<file path="config.mk">
export PLATFORM = sky130hd
export DESIGN_NAME = pmp_queue
export DESIGN_NICKNAME = d
export VERILOG_FILES = /design/src/rtl/core/pmp_pkg.sv /design/src/rtl/core/pmp_queue.sv
export VERILOG_INCLUDE_DIRS = /design/src /design/src/rtl/core
export SDC_FILE = /design/constraint.sdc
export NUM_CORES = 1
export LEC_CHECK = 0
export ABC_AREA = 0
export BUFFER_PORTS_ARGS = -buffer_cell sky130_fd_sc_hd__buf_2
export CORE_MARGIN = 2
export CORE_UTILIZATION = 52
export DETAILED_ROUTE_END_ITERATION = 10
export PLACE_DENSITY = 0.75
export SYNTH_ARGS = -nofsm -noshare
export SYNTH_HDL_FRONTEND = slang
export SYNTH_SLANG_ARGS = --single-unit
</file>
<file path="constraint.sdc">
create_clock -name clk -period 7.4 [get_ports clk]
set_input_delay 0.74 -clock clk [delete_from_list [all_inputs] [get_ports clk]]
set_output_delay 0.74 -clock clk [all_outputs]
set_load 0.1 [all_outputs]
</file>
<file path="src/rtl/core/assert_macros.svh">
// ----------------------------------------------------------------------------
// Assertion macros
// Shared concurrent assertion helpers for the core RTL.
// ----------------------------------------------------------------------------
`ifndef ASSERT_MACROS_SVH
`define ASSERT_MACROS_SVH
`ifndef SYNTHESIS
`define ASSERT_IMPLIES(label, clk, rst, ante, cons) \
  label: assert property (@(posedge clk) disable iff (rst) (ante) |-> (cons)) \
    else $error("assertion failed");
`define ASSERT_NEXT(label, clk, rst, ante, cons) \
  label: assert property (@(posedge clk) disable iff (rst) (ante) |=> (cons)) \
    else $error("assertion failed");
`else
`define ASSERT_IMPLIES(label, clk, rst, ante, cons)
`define ASSERT_NEXT(label, clk, rst, ante, cons)
`endif
`endif

</file>
<file path="src/rtl/core/pmp_pkg.sv">
// ----------------------------------------------------------------------------
// Paged memory package
// Operation and fault codes and the queued command type.
// ----------------------------------------------------------------------------
package pmp_pkg;

  typedef enum logic [2:0] {
    OP_READ   = 3'd0,
    OP_WRITE  = 3'd1,
    OP_FETCH  = 3'd2,
    OP_DREAD  = 3'd3,
    OP_DWRITE = 3'd4,
    OP_MAP    = 3'd5,
    OP_NONE6  = 3'd6,
    OP_NONE7  = 3'd7
  } op_t;

  typedef enum logic [3:0] {
    F_NONE      = 4'd0,
    F_RD_UNMAP  = 4'd1,
    F_RD_PROT   = 4'd2,
    F_WR_UNMAP  = 4'd3,
    F_WR_PROT   = 4'd4,
    F_FE_UNMAP  = 4'd5,
    F_FE_PROT   = 4'd6,
    F_DBG_UNMAP = 4'd7,
    F_EMPTY     = 4'd8,
    F_RANGE     = 4'd9
  } fault_t;

  localparam int unsigned FLAG_MAPPED = 3;
  localparam logic [2:0] PERM_R = 3'b001;
  localparam logic [2:0] PERM_W = 3'b010;
  localparam logic [2:0] PERM_X = 3'b100;
  localparam logic [2:0] PERM_RW = PERM_R | PERM_W;

  // Classified command handed from front to back.
  typedef struct packed {
    op_t         op;
    logic [32:0] addr;
    logic [2:0]  count;
    logic [31:0] wdata;
    logic [2:0]  perms;
    logic        early;       // result known without touching memory
    fault_t      early_fault;
    logic [32:0] last;        // last byte of a map region
  } cmd_t;

  typedef enum logic [2:0] {
    BS_IDLE,
    BS_FLAGS,
    BS_BYTE,
    BS_MAP,
    BS_DONE
  } back_state_t;

endpackage

</file>
<file path="src/rtl/core/pmp_queue.sv">
// ----------------------------------------------------------------------------
// Paged memory command queue
// Two-entry queue between the front end and the back end.
// ----------------------------------------------------------------------------
`include "assert_macros.svh"
module pmp_queue (
  input  logic          clk,
  input  logic          rst,
  input  logic          push,
  input  pmp_pkg::cmd_t push_cmd,
  input  logic          pop,
  output logic          empty,
  output logic          full,
  output pmp_pkg::cmd_t head
);

  pmp_pkg::cmd_t entries [2];
  logic          wr_ptr;
  logic          rd_ptr;
  logic [1:0]    fill;

  assign empty = (fill == 2'd0);
  assign full  = (fill == 2'd2);
  assign head  = entries[rd_ptr];

  // Pointers and fill count.
  always_ff @(posedge clk) begin
    if (rst) begin
      wr_ptr <= 1'b0;
      rd_ptr <= 1'b0;
      fill   <= 2'd0;
    end else begin
      if (push) wr_ptr <= ~wr_ptr;
      if (pop) rd_ptr <= ~rd_ptr;
      fill <= fill + {1'b0, push} - {1'b0, pop};
    end
  end

  // Entry storage.
  always_ff @(posedge clk) begin
    if (push) entries[wr_ptr] <= push_cmd;
  end

  `ASSERT_IMPLIES(a_no_overflow, clk, rst, full, !push)
  `ASSERT_IMPLIES(a_no_underflow, clk, rst, empty, !pop)
  `ASSERT_IMPLIES(a_fill_range, clk, rst, 1'b1, fill != 2'd3)

endmodule

</file>
==> reports/metrics.csv <==
metric,value,unit
pwr-share-seq,45.9,%
grt_use_met3,6.15,%
yosysTopAreaCellShare,80.9,%
status,completed,
fmax,282,MHz
internal_power,2.27,mW
syn_avg_cell_area,22.5,um2
drt_iter0_drc,235,
grt.busiest_layer,met2,
p_clk_share,30.8,%
slew_violations,0,
cts_buffers,23,
hpwl,9.85,mm
num_rows,46,
holdCritStartpoint,push_cmd[82],
power_density,326,nW/um2
hold_path.class,input port to flop,
drc,0,
die_width,130,um
power_frac_comb,23.3,%
syn_nets,487,
synth.most_common_cell,edfxtp_1,
vias_per_cell,4.96,
hold_viol,0,
r2r-start,wr_ptr,
clock_skew,8.70,ps
p_sw,1.10,mW
die-area,17000,um2
ys_warn_count,0,
vias,4197,
yosys.cell_types.count,13,
htree_num_levels,1,
io_buffers,229,
area_growth,24.3,%
nets,733,
slowest_stage,dfxtp_4,
grt_pass1_wl,21.9,mm
gp_congestion,0.740,
cp-start-kind,flop,
rsz0062_at_grt,false,
num_io_pins,230,
crit_required,6660,ps
post_cts.repair.setup_buffers,0,
synth_area_leaders,"edfxtp_1 81%, mux2_2 15%, dfxtp_1 1.2%",
finalSetupViolations,0,
path_class,flop to primary output,
dr.pass1.iters,5,
placed_cell_area,9660,um2
crit_arrival,2810,ps
grtUsageTotal,16.9,%
synthFlopType,edfxtp_1,
cts_resized,0,
clock_path_buffers,3,
leakagePower,3.88,nW
crit_chain,buf_4 > mux2_2 > buf_2,
cts.sinks,229,
synth_top_area_cell,edfxtp_1,
wl_per_cell,18.0,um
fp.dieH,130,um
cp_max_fo,60,
hold_buffers,0,
drt_wl_total,15.2,mm
cts_tree,yes,
drtAntennaViolNets,0,
initial_core_util,52.7,%
slew_headroom,43.5,%
synth.ff_latch_count,229,
antenna_found_initial,1,
synth_common_cells,"224 x edfxtp_1, 112 x mux2_2, 8 x buf_6",
clkSlewWorstSetupHoldPaths,60,ps
critPathCaptureType,primary output,
synth_edf_count,224,
n_antenna_cell,0,
switching_share,32.6,%
worst_pin_slew,847,ps
core-area,15800,um2
max_stage_delay,790,ps
setup_tns,0,ps
root_buffer,clkbuf_16,
grt_pass1_vias,4319,
met1_usage,21.1,%
final_area,10300,um2
drv_cap,0,
finalCritPeriodShare,47.9,%
grt-ovfl-total,0,
met2_usage,27.8,%
async_flop_share,0,%
fin_crit,3550,ps
clk_latency,490,ps
postSynthCellCount,369,
drive_gt1_share,59.3,%
grt_max_degree,63,
seq_area_frac_synth,82.1,%
synth.cell_area,8320,um2
vdd_ir_drop_max,0.000252,V
==> final timing paths <==
check                    to  cells past startpoint  slack (ps)
max                head[28]                      3        3850
min          entries[1][82]                      1         440
max reg2reg  entries[1][30]                      2        5130
min reg2reg            flop                      2         520
==> registers in the layout (all words and copies together), names as in the netlist, named ones only <==
| name | count |
|---|---|
| rd_ptr | 1 |
| entries | 224 |
| fill | 2 |
| wr_ptr | 1 |
==> cell families (layout without fill, tap and decap cells) <==
logic type | Yosys count | after routing | synth area share [%]
and+or+nand+nor | 9 | 9 | 0.527
adders and majority gates | 2 | 2 | 0.301
buffers and inverters | 14 | 276 | 1.44
muxes | 112 | 112 | 15.2
xor gates and xnor gates | 3 | 3 | 0.481
DFF | 229 | 229 | 82.1
==> final cells by class <==
type                       count  area [um2]
clock inverter                 9        62.6
tap                          216         270
inverter                       2        7.51
multi-input combinational    126        1380
fill                        1125        5430
clock buffer                  32         609
sequential                   229        6830
timing repair buffer         233        1180
==> critical path: cells and delay by family, from the launching register on <==
kind | cells | cell delay, ps
buffers and inverters | 2 | 1130
DFF | 1 | 790
muxes | 1 | 300
==> layout by cell type (no fill, tap or decap) <==
| cell | n |
|---|---|
| clkbuf_1 | 9 |
| edfxtp_1 | 224 |
| mux2_2 | 112 |
| dfxtp_4 | 1 |
| nor2_1 | 5 |
| buf_2 | 229 |
| ha_1 | 2 |
| inv_1 | 2 |
| nor2b_1 | 2 |
| nor2b_4 | 1 |
| buf_4 | 4 |
| clkinv_1 | 6 |
| xnor2_1 | 2 |
| bufinv_16 | 1 |
| and2_4 | 1 |
| xnor3_1 | 1 |
| clkinv_2 | 2 |
| dfxtp_1 | 4 |
| clkbuf_16 | 23 |
==> power by group through the flow <==
| stage | Clock (mW) | Sequential [mW] | Combinational (mW) |
|---|---|---|---|
| global placement | 0 | 1.57 | 0.782 |
| global route | 1.10 | 1.55 | 0.810 |
| CTS | 1.06 | 1.55 | 0.792 |
| detailed placement | 0 | 1.57 | 0.788 |
| finish | 1.03 | 1.55 | 0.784 |
| floorplan | 0 | 1.57 | 0.674 |
==> through the flow <==
step / std cells / util [%] / power, mW / setup slack, ps / hold WS [ps]
CTS: 847 / 65.5 / 3.40 / 3770 / 419
global route: 847 / 65.5 / 3.46 / 3670 / 425
detailed placement: 806 / 61.3 / 2.36 / 4290 / 504
floorplan: 369 / - / 2.24 / 1200 / 480
finish: 847 / 65.5 / 3.36 / 3850 / 438
global placement: 806 / 61.3 / 2.35 / 4320 / 501
==> metal layers <==
metal / vias to the layer above / part of all wire (%)
met5: - / 0.085
met4: 2 / 1.6
met3: 24 / 10
met2: 189 / 48
met1: 2024 / 40
li1: 1958 / -
Note: power is estimated with default switching activity, not from simulation.
