**src/rtl/core/assert_macros.svh**
```systemverilog
// ----------------------------------------------------------------------------
// Assertion macros
// Shared concurrent assertion helpers for the core RTL.
// ----------------------------------------------------------------------------
`ifndef ASSERT_MACROS_SVH
`define ASSERT_MACROS_SVH
`ifndef SYNTHESIS
`define ASSERT_IMPLIES(label, clk, rst, ante, cons) \
  label: assert property (@(posedge clk) disable iff (rst) (ante) |-> (cons)) \
    else $error("assertion failed");
`define ASSERT_NEXT(label, clk, rst, ante, cons) \
  label: assert property (@(posedge clk) disable iff (rst) (ante) |=> (cons)) \
    else $error("assertion failed");
`else
`define ASSERT_IMPLIES(label, clk, rst, ante, cons)
`define ASSERT_NEXT(label, clk, rst, ante, cons)
`endif
`endif

```
**src/rtl/core/pmp_pkg.sv**
```systemverilog
// ----------------------------------------------------------------------------
// Paged memory package
// Operation and fault codes and the queued command type.
// ----------------------------------------------------------------------------
package pmp_pkg;

  typedef enum logic [2:0] {
    OP_READ   = 3'd0,
    OP_WRITE  = 3'd1,
    OP_FETCH  = 3'd2,
    OP_DREAD  = 3'd3,
    OP_DWRITE = 3'd4,
    OP_MAP    = 3'd5,
    OP_NONE6  = 3'd6,
    OP_NONE7  = 3'd7
  } op_t;

  typedef enum logic [3:0] {
    F_NONE      = 4'd0,
    F_RD_UNMAP  = 4'd1,
    F_RD_PROT   = 4'd2,
    F_WR_UNMAP  = 4'd3,
    F_WR_PROT   = 4'd4,
    F_FE_UNMAP  = 4'd5,
    F_FE_PROT   = 4'd6,
    F_DBG_UNMAP = 4'd7,
    F_EMPTY     = 4'd8,
    F_RANGE     = 4'd9
  } fault_t;

  localparam int unsigned FLAG_MAPPED = 3;
  localparam logic [2:0] PERM_R = 3'b001;
  localparam logic [2:0] PERM_W = 3'b010;
  localparam logic [2:0] PERM_X = 3'b100;
  localparam logic [2:0] PERM_RW = PERM_R | PERM_W;

  // Classified command handed from front to back.
  typedef struct packed {
    op_t         op;
    logic [32:0] addr;
    logic [2:0]  count;
    logic [31:0] wdata;
    logic [2:0]  perms;
    logic        early;       // result known without touching memory
    fault_t      early_fault;
    logic [32:0] last;        // last byte of a map region
  } cmd_t;

  typedef enum logic [2:0] {
    BS_IDLE,
    BS_FLAGS,
    BS_BYTE,
    BS_MAP,
    BS_DONE
  } back_state_t;

endpackage

```
**src/rtl/core/pmp_front.sv**
```systemverilog
// ----------------------------------------------------------------------------
// Paged memory front end
// Accepts commands, clamps the byte count and settles map range checks and unused operations.
// ----------------------------------------------------------------------------
module pmp_front #(
  parameter int unsigned ADDR_BITS = 20
) (
  input  logic             start,
  input  logic             full,
  input  logic [2:0]       operation,
  input  logic [31:0]      address,
  input  logic [2:0]       byte_count,
  input  logic [31:0]      write_data,
  input  logic [31:0]      region_size,
  input  logic [2:0]       page_perms,
  output logic             push,
  output pmp_pkg::cmd_t    cmd
);

  logic [32:0] last;
  logic        oor;

  // Last byte of the region and whether it lies beyond the store.
  assign last = {1'b0, address} + {1'b0, region_size} - 33'd1;
  assign oor  = (last >> ADDR_BITS) != 33'd0;
  assign push = start && !full;

  always_comb begin
    cmd.op          = pmp_pkg::op_t'(operation);
    cmd.addr        = {1'b0, address};
    cmd.count       = (byte_count > 3'd4) ? 3'd4 : byte_count;
    cmd.wdata       = write_data;
    cmd.perms       = page_perms;
    cmd.last        = last;
    cmd.early       = 1'b0;
    cmd.early_fault = pmp_pkg::F_NONE;
    unique case (pmp_pkg::op_t'(operation)) inside
      pmp_pkg::OP_MAP: begin
        cmd.early = (region_size == 32'd0) || oor;
        cmd.early_fault = (region_size == 32'd0) ? pmp_pkg::F_EMPTY :
                          oor ? pmp_pkg::F_RANGE : pmp_pkg::F_NONE;
      end
      pmp_pkg::OP_NONE6, pmp_pkg::OP_NONE7: cmd.early = 1'b1;
      default: cmd.early = 1'b0;
    endcase
  end

endmodule

```
**config.mk**
```make
export PLATFORM = sky130hd
export DESIGN_NAME = pmp_front
export DESIGN_NICKNAME = d
export VERILOG_FILES = /design/src/rtl/core/assert_macros.svh /design/src/rtl/core/pmp_pkg.sv /design/src/rtl/core/pmp_front.sv
export SDC_FILE = /design/constraint.sdc
export NUM_CORES = 1
export LEC_CHECK = 0
export ABC_AREA = 1
export BUFFER_PORTS_ARGS = -buffer_cell sky130_fd_sc_hd__buf_2
export CAP_MARGIN = 20
export CORE_MARGIN = 8
export CORE_UTILIZATION = 40
export DETAILED_ROUTE_END_ITERATION = 8
export PLACE_DENSITY = 0.75
export REMOVE_ABC_BUFFERS = 1
export SLEW_MARGIN = 20
export SYNTH_ARGS = -nofsm -noshare
export SYNTH_HDL_FRONTEND = slang
export SYNTH_SLANG_ARGS = --single-unit
```
**constraint.sdc**
```tcl
create_clock -name vclk -period 8.04
set_input_delay 1.608 -clock vclk [all_inputs]
set_output_delay 1.608 -clock vclk [all_outputs]
set_load 0.03 [all_outputs]
```
==> results.sh <==
export IMPL_status="completed"
export IMPL_grt_first_pass_wirelength_um=20520
export IMPL_cts_resized=0
export IMPL_pre_cts_slack_ns=2.234
export IMPL_rsz0062_at_grt="no"
export IMPL_path_delay_family="simple AND/OR/NAND/NOR gates"
export IMPL_start_util_pct=40.71
export IMPL_power_leakage_nw=3.140
export IMPL_coreArea_um2=10180
export IMPL_fin_crit_ns=5.832
export IMPL_cp_end_kind="output pin"
export IMPL_route_vias_total=4433
export IMPL_min_to="cmd[39]"
export IMPL_worst_path_buf_inv=4
export IMPL_setup_tns_ns=0
export IMPL_slew_violations=0
export IMPL_nClkBuffers=0
export IMPL_fin_crit_sh_pct=72.54
export IMPL_critical_path_required_ns=6.43
export IMPL_avgRoutedWirePerCell_um=13.14
export IMPL_ys_types=30
export IMPL_grt_max_degree=7
export IMPL_final_cells=976
export IMPL_dieArea_um2=13880
export IMPL_cp_start_kind="input port"
export IMPL_slowest_stage="fa_1"
export IMPL_gr_usage_all_layers_pct=17.84
export IMPL_grt_ovfl_total=0
export IMPL_power_density_nw_per_um2=127.9
export IMPL_io_buffers=147
export IMPL_cap_violations=0
export IMPL_arrival_ns=4.22
export IMPL_first_iter_violations=172
export IMPL_routed_wl_um=12830
export IMPL_grt_pass1_vias=4275
export IMPL_fin_ws_ns=2.208
export IMPL_dp_hpwl_um=11970
export IMPL_ant_nets=0
export IMPL_ff_latch_area_um2=0
export IMPL_drc=0
export IMPL_hold_path_startpoint="page_perms[1]"
export IMPL_die_y_um=117.8
export IMPL_hold_viol=0
export IMPL_syn_area_per_cell_um2=5.420
export IMPL_synth_warnings=0
export IMPL_place_gp_congestion=0.9388
export IMPL_drive_gt1_share_pct=22.62
export IMPL_rows=37
export IMPL_min_path_type="input port to output pin"
export IMPL_area_growth_pct=8.720
export IMPL_crit_path_cell_trace="buf_2 -> inv_1 -> ha_1 -> inv_1 -> ha_1 -> fa_1 -> nand3_1 -> nand3_2 -> nand2_1 -> nand3_1 -> nand2_1 -> nand3_1 -> nand2_1 -> nand2_1 -> nor2_1 -> nand2_1 -> nor2_1 -> nand2_1 -> nand2_2 -> nand3_2 -> buf_2"
export IMPL_cp_max_fo=5
export IMPL_ir_drop_mv=0.05295
export IMPL_crit_type="input port to output pin"
export IMPL_antenna_found_initial=0
export IMPL_synth_cells=765
export IMPL_dr_pass1_iters=5
export IMPL_crit_top_cell="nand2_1"
export IMPL_mappedNetlistArea_um2=4146
export IMPL_vias_per_cell=4.542
export IMPL_slowest_delay_ns=0.44
export IMPL_final_common_cell="inv_1"
export IMPL_diodes=0
export IMPL_dieWidth_um=117.8
export IMPL_finalSetupViolCount=0
export IMPL_hold_buffers=0
export IMPL_postCtsSetupBuffers=0
export IMPL_fin_nets=1013
export IMPL_yosysSeqAreaShare_pct=0
export IMPL_nFlopsAndLatches=0
export IMPL_fmax_ghz=0.1715
export IMPL_pin_count=220
export IMPL_dp_cells=976
export IMPL_utilization_pct=44.26
export IMPL_hold_depth=0
export IMPL_critical_path_depth=21
export IMPL_final_cell_mix="230 x inv_1, 216 x nand2_1, 147 x buf_2"
==> logic make-up after synthesis <==
logic type      Yosys count  synth area share (%)
compound gates           32                 4.255
xor+xnor                 17                 3.591
simple gates            342                 37.99
other cells               1               0.09044
buf+inv                 309                 34.58
fa+ha+maj                64                 19.49
==> cell type report <==
type	count	area [um^2]
well taps	136	170.2
repair buffers	147	735.7
multi-input cells	458	2720
fillers	1160	5677
inverters	235	882.1
==> worst max path at each step <==
stage              startpoint  endpoint
2_1_floorplan      address[1]   cmd[33]
3_3_place_gp   region_size[1]   cmd[37]
3_5_place_dp   region_size[1]   cmd[37]
4_1_cts        region_size[1]   cmd[37]
5_1_grt            address[1]   cmd[36]
6_report       region_size[1]   cmd[37]
==> where the power goes <==
group / switching, W / internal (W)
Clock: 0 / 0
Sequential: 0 / 0
Combinational: 0.000401 / 0.000176
Total: 0.000401 / 0.000176
==> Yosys cell counts, types with 7 or more instances <==
cell | instances | area (um^2)
a21oi_1 | 23 | 115.1
buf_4 | 73 | 548.0
ha_1 | 63 | 788.3
inv_1 | 230 | 863.3
nand2_1 | 216 | 810.8
nand2_2 | 15 | 93.84
nand3_1 | 23 | 115.1
nand3_2 | 7 | 70.07
nand4_1 | 12 | 75.07
nor2_1 | 36 | 135.1
nor2_4 | 9 | 101.4
nor4_1 | 8 | 50.05
xor2_1 | 14 | 122.6
==> layer usage <==
metal	routed length, um	vias to the layer above	share of wire (%)	global-route usage (%)
met5	52	-	0.41	2.941
met3	1153	18	9.0	5.803
met1	6069	1924	47	23.30
met2	5306	159	41	27.83
met4	244	2	1.9	3.283
li1	-	2330	-	-
==> metrics by stage <==
stage	hold WS, ns	power [W]	area (um^2)
final	3.216	0.0005767	4508
after global routing	3.216	0.0006365	4508
after CTS	3.216	0.0005789	4508
after detailed placement	3.216	0.0005770	4508
after global placement	3.216	0.0005732	4508
after floorplan	3.216	0.0003959	3602
No activity file was read; power rests on OpenSTA's default activity.
